==> config.mk <==
export PLATFORM = sky130hd
export DESIGN_NAME = csht_ctrl
export DESIGN_NICKNAME = d
export VERILOG_FILES = /design/src/rtl/callsite_stat_hash_table_core_assert.svh /design/src/rtl/csht_pkg.sv /design/src/rtl/csht_ctrl.sv
export SDC_FILE = /design/constraint.sdc
export NUM_CORES = 1
export LEC_CHECK = 0
export BUFFER_PORTS_ARGS = -buffer_cell sky130_fd_sc_hd__buf_2
export CAP_MARGIN = 10
export CORE_MARGIN = 1
export CORE_UTILIZATION = 54
export DETAILED_ROUTE_END_ITERATION = 12
export GPL_TIMING_DRIVEN = 1
export PLACE_DENSITY = 0.82
export SLEW_MARGIN = 5
export SYNTH_ARGS = -nofsm -noshare
export SYNTH_HDL_FRONTEND = slang
export SYNTH_SLANG_ARGS = --single-unit
export TNS_END_PERCENT = 50
==> constraint.sdc <==
create_clock -name clk_i -period 4 [get_ports clk_i]
set_input_delay 0.6 -clock clk_i [delete_from_list [all_inputs] [get_ports clk_i]]
set_output_delay 0.6 -clock clk_i [all_outputs]
set_load 0.01 [all_outputs]
==> src/rtl/callsite_stat_hash_table_core_assert.svh <==
// Assertion macros shared by the statistics table RTL.
// Needs clk_i and rst_ni in the scope that uses them.
`ifndef CALLSITE_STAT_HASH_TABLE_CORE_ASSERT_SVH
`define CALLSITE_STAT_HASH_TABLE_CORE_ASSERT_SVH

// Same-cycle implication, checked out of reset.
`define CSHT_ASSERT_NOW(lbl, ante, cons, msg) \
  lbl: assert property (@(posedge clk_i) disable iff (!rst_ni) (ante) |-> (cons)) \
    else $error(msg);

// Next-cycle implication, checked out of reset.
`define CSHT_ASSERT_NEXT(lbl, ante, cons, msg) \
  lbl: assert property (@(posedge clk_i) disable iff (!rst_ni) (ante) |=> (cons)) \
    else $error(msg);

`endif

==> src/rtl/csht_pkg.sv <==
// Shared types and constants of the statistics table.
// No dependencies.
package csht_pkg;

  localparam int TABLE_SLOTS_DEF = 1024;
  localparam int TOP_MAX_DEF     = 16;

  localparam logic [4:0]  TOP_COUNT_RESET = 5'd8;
  localparam logic [63:0] HASH_MUL1 = 64'hff51afd7ed558ccd;
  localparam logic [63:0] HASH_MUL2 = 64'hc4ceb9fe1a85ec53;

  typedef enum logic [1:0] {
    OP_RECORD = 2'd0,
    OP_CLEAR  = 2'd1,
    OP_REPORT = 2'd2,
    OP_NONE   = 2'd3
  } opcode_e;

  typedef enum logic [2:0] {
    ST_NEW     = 3'd0,
    ST_ACCUM   = 3'd1,
    ST_DROPPED = 3'd2,
    ST_CLEARED = 3'd3,
    ST_ENTRY   = 3'd4,
    ST_EMPTY   = 3'd5
  } status_e;

  typedef struct packed {
    logic        used;
    logic [63:0] site;
    logic [19:0] line;
    logic [47:0] bytes;
    logic [31:0] allocs;
  } slot_t;

  typedef struct packed {
    logic latch;
    logic probe_rd;
    logic probe_ck;
    logic sweep;
    logic scan_rd;
    logic scan_ck;
    logic emit_rd;
    logic emit_ck;
    logic emit_clear;
    logic emit_empty;
  } cmd_t;

  typedef struct packed {
    opcode_e op;
    logic    hash_done;
    logic    free;
    logic    match;
    logic    probe_end;
    logic    slot_last;
    logic    emit_last;
    logic    rep_empty;
  } sts_t;

endpackage

==> src/rtl/csht_ctrl.sv <==
// Sequencer of the statistics table: issues datapath commands per state.
// Depends on csht_pkg.
module csht_ctrl (
  input  logic          clk_i,
  input  logic          rst_ni,
  input  logic          start_i,
  input  csht_pkg::sts_t sts_i,
  output csht_pkg::cmd_t cmd_o,
  output logic          busy_o
);
  import csht_pkg::*;

  typedef enum logic [9:0] {
    S_INIT = 10'b0000000001,
    S_IDLE = 10'b0000000010,
    S_HASH = 10'b0000000100,
    S_PRD  = 10'b0000001000,
    S_PCK  = 10'b0000010000,
    S_CLR  = 10'b0000100000,
    S_SRD  = 10'b0001000000,
    S_SCK  = 10'b0010000000,
    S_ERD  = 10'b0100000000,
    S_ECK  = 10'b1000000000
  } state_e;

  state_e state_q, state_d;

  always_comb begin
    state_d = state_q;
    cmd_o   = '0;
    unique case (state_q)
      S_INIT: begin
        cmd_o.sweep = 1'b1;
        if (sts_i.slot_last) state_d = S_IDLE;
      end
      S_IDLE: begin
        if (start_i) begin
          cmd_o.latch = 1'b1;
          unique case (sts_i.op)
            OP_RECORD: state_d = S_HASH;
            OP_CLEAR:  state_d = S_CLR;
            OP_REPORT: begin
              if (sts_i.rep_empty) begin
                cmd_o.emit_empty = 1'b1;
              end else begin
                state_d = S_SRD;
              end
            end
            default: ;
          endcase
        end
      end
      S_HASH: begin
        if (sts_i.hash_done) state_d = S_PRD;
      end
      S_PRD: begin
        cmd_o.probe_rd = 1'b1;
        state_d = S_PCK;
      end
      S_PCK: begin
        cmd_o.probe_ck = 1'b1;
        state_d = (sts_i.free || sts_i.match || sts_i.probe_end) ? S_IDLE : S_PRD;
      end
      S_CLR: begin
        cmd_o.sweep = 1'b1;
        if (sts_i.slot_last) begin
          cmd_o.emit_clear = 1'b1;
          state_d = S_IDLE;
        end
      end
      S_SRD: begin
        cmd_o.scan_rd = 1'b1;
        state_d = S_SCK;
      end
      S_SCK: begin
        cmd_o.scan_ck = 1'b1;
        state_d = sts_i.slot_last ? S_ERD : S_SRD;
      end
      S_ERD: begin
        cmd_o.emit_rd = 1'b1;
        state_d = S_ECK;
      end
      S_ECK: begin
        cmd_o.emit_ck = 1'b1;
        state_d = sts_i.emit_last ? S_IDLE : S_ERD;
      end
      default: state_d = S_IDLE;
    endcase
  end

  always_ff @(posedge clk_i or negedge rst_ni) begin
    if (!rst_ni) begin
      state_q <= S_INIT;
    end else begin
      state_q <= state_d;
    end
  end

  assign busy_o = (state_q != S_IDLE);
endmodule

==> results.md <==
* Htree depth at 1
* PwrDens at ~570 nW/um^2
* Drt drc at 0
* Yosys reg bits at 10
* Initial antenna violation count at 0
* Register Area at 251 um^2
* Reg2reg setup slack at approximately 2300 ps
* Port buffer count at 22
* Top-count cell post-synth: dfrtp_1
* Sequential area share after synthesis at 0.310
* Setup Buffers After CTS at 0
* Cts repair resizes at 0
* Reg-to-reg endpoint: state_q[1]$_DFFE_PN0P_
* Cell taking the most area after synthesis: dfrtp_1
* Max FFs per register at 10
* Final WL at 1940 um
* Synth Flop Type: dfrtp_1
* Area grow syn2layout at 18.5%
* Worst r2r src: state_q[9]$_DFFE_PN0P_
* Wire length per cell at between 15 and 20 um
* WS Path Type: reg2out
* CTS Hold Bufs at 0
* IO Count at 23
* Final worst-path cycle share at 0.605
* Mapped cell area at around 800 um^2
* Endpoint class of the critical path: output port
* Syn. warnings at 0
* Top cells by count, synth: 9 x dfrtp_1, 8 x nor2_1, 5 x inv_1
* Fin. max-slew vios at 0
* Worst Tran Pin Value at about 540 ps
* Startpoint Class: register
* Worst slack, placed at ~1900 ps
* Post-synth top area share at 0.277
* Register-to-Register Path Depth at 5
* Post-synthesis net count at approximately 100
* Total clock sinks at 10
* Hold WC Path Type: in2async
* Placer Congestion at roughly 0.83
* Vias at roughly 740
* Critical path fanouts, max at 8
* Final hold viol count at 0
* Layout Skew at between 0.5 and 0.6 ps
* Core area at between 1000 and 1500 um^2
* Status: completed
* Post-synth cell types at 41
* Number of synthesized flops with an enable pin at 0
* RSZ-0062 raised after global routing: no
* Pleak at 0.000510 uW
* First-pass GRT wire length at 3070 um
* ANT cells at 0
* Die width at between 40 and 50 um
* Cts bufs inserted at 3
* Worst endpoint data arrival time at ~1800 ps
* Layout cells sized above 1 at 0.370
* Fraction of registers with async set/reset at 1.00
* Drt pass-1 iters at 4
* HPWL after DPL at about 1500 um
* Die Y at 40.8 um
* Syn_area_per_cell at 9.55 um^2
* Fill cells at 108
* Hold slack final at 173 ps
* Vias in the first global route at ~630
* Die Area at approximately 1700 um^2
* Post-Syn Instances at 85
* 1st-iter DRT viols at 22
* Min cycle time layout at around 2400 ps
* Max-cap violations at 0
* Residual antenna-violating net count after detailed routing at 0
* Largest net degree at the start of global routing at 11
* Maximum vdd ir drop at ~0.00033 V
* Final setup margin at 1580 ps
* Max_slew headroom at 0.637
* Clock Tree Buf Depth at 2
* GRT Overall Usage at 0.300
* CTS tree: yes
* Initial Util at 0.601
* Avg Vias per Cell at 6.04
* Overflow after GRT at 0
* Biggest register: state_q
* FP Rows at 13
* Top Registers: state_q: 10 flops
* # nets final at around 130
* CP required at about 3400 ps
* Max Clk Rate at approximately 0.41 GHz
* Root buffer cell: clkbuf_4
* Setup TNS at 0 ps
* Area of the multi-input gates at around 520 um^2
* Setup violators final at 0
* Later-pin clock latency in the skew report at approximately 280 ps
* Synth top area cells: dfrtp_1 28%, ha_1 6.2%, and4b_1 4.9%, and3_4 4.2%, nor3_2 3.7%
* Clock-pin slew on the worst setup and hold paths at approximately 70 ps
report_power, final:
group          internal (uW)  switching (uW)
Combinational            136             159
Sequential               119            38.0
Clock                   55.4            40.3
critical path: stages, from the launching register on:
cell	delay (ps)
dfrtp_1	480
nor3_2	260
and2_4	190
and3_4	200
and2_1	140
and3_1	150
buf_2	120
metal layers:
layer  share of wire  wire, um  vias up  GRT usage
li1                -         -      369          -
met4           0.015        29        0     0.0750
met1            0.46       898      346      0.413
met3           0.044        86        4     0.0978
met5               0         0        -          0
met2            0.48       925       24      0.449
placed cells by master, fill, tap and decap left out, drive strengths merged:
cell	synthesis	final
and4bb	1	1
o21ai	4	4
o21bai	1	1
a222oi	1	1
nor4bb	1	1
clkbuf	1	4
nor2	8	8
nand2	4	4
nand4	2	2
a22oi	1	1
xor2	3	3
nor2b	2	2
buf	2	22
nor4	3	3
a21oi	2	2
nand4b	1	1
and2	2	2
nor3	6	6
a22o	2	2
nor4b	1	1
and4	1	1
ha	4	4
dfrtp	9	9
o31ai	1	1
nand3	1	1
or3	1	1
o41ai	2	2
and4b	4	4
o211ai	1	1
inv	6	6
dfstp	1	1
and3	6	6
worst max-delay path by stage:
stage                                start        to  depth (start not counted)
global placement    state_q[4]$_DFFE_PN0P_  cmd_o[0]                          6
global route        state_q[4]$_DFFE_PN0P_  cmd_o[0]                          6
finish              state_q[4]$_DFFE_PN0P_  cmd_o[0]                          6
CTS                 state_q[4]$_DFFE_PN0P_  cmd_o[0]                          6
detailed placement  state_q[4]$_DFFE_PN0P_  cmd_o[0]                          6
floorplan           state_q[4]$_DFFE_PN0P_  cmd_o[0]                          5
per-stage QoR:
stage / utilization / std cells / power (uW) / instance area, um^2
6_report: 0.713 / 123 / 548 / 962
5_1_grt: 0.713 / 123 / 594 / 962
4_1_cts: 0.713 / 123 / 550 / 962
3_5_place_dp: 0.686 / 119 / 449 / 926
3_3_place_gp: 0.686 / 119 / 435 / 926
2_1_floorplan: - / 85 / 375 / 812
area by class of cell:
class | instances | area share
Tap cell | 15 | 0.0195
Timing Repair Buffer | 22 | 0.114
Inverter | 6 | 0.0234
Multi-Input combinational cell | 66 | 0.544
Clock buffer | 4 | 0.0377
Sequential cell | 10 | 0.261
kinds of logic after synthesis:
logic type / Yosys count / share of synthesized area
and+or+nand+nor: 44 / 0.393
AOI/OAI and AO/OA: 15 / 0.157
DFF: 10 / 0.310
buffers and inverters: 9 / 0.0462
adders and majority gates: 4 / 0.0616
xor gates and xnor gates: 3 / 0.0324
No activity file was read; power rests on OpenSTA's default activity.
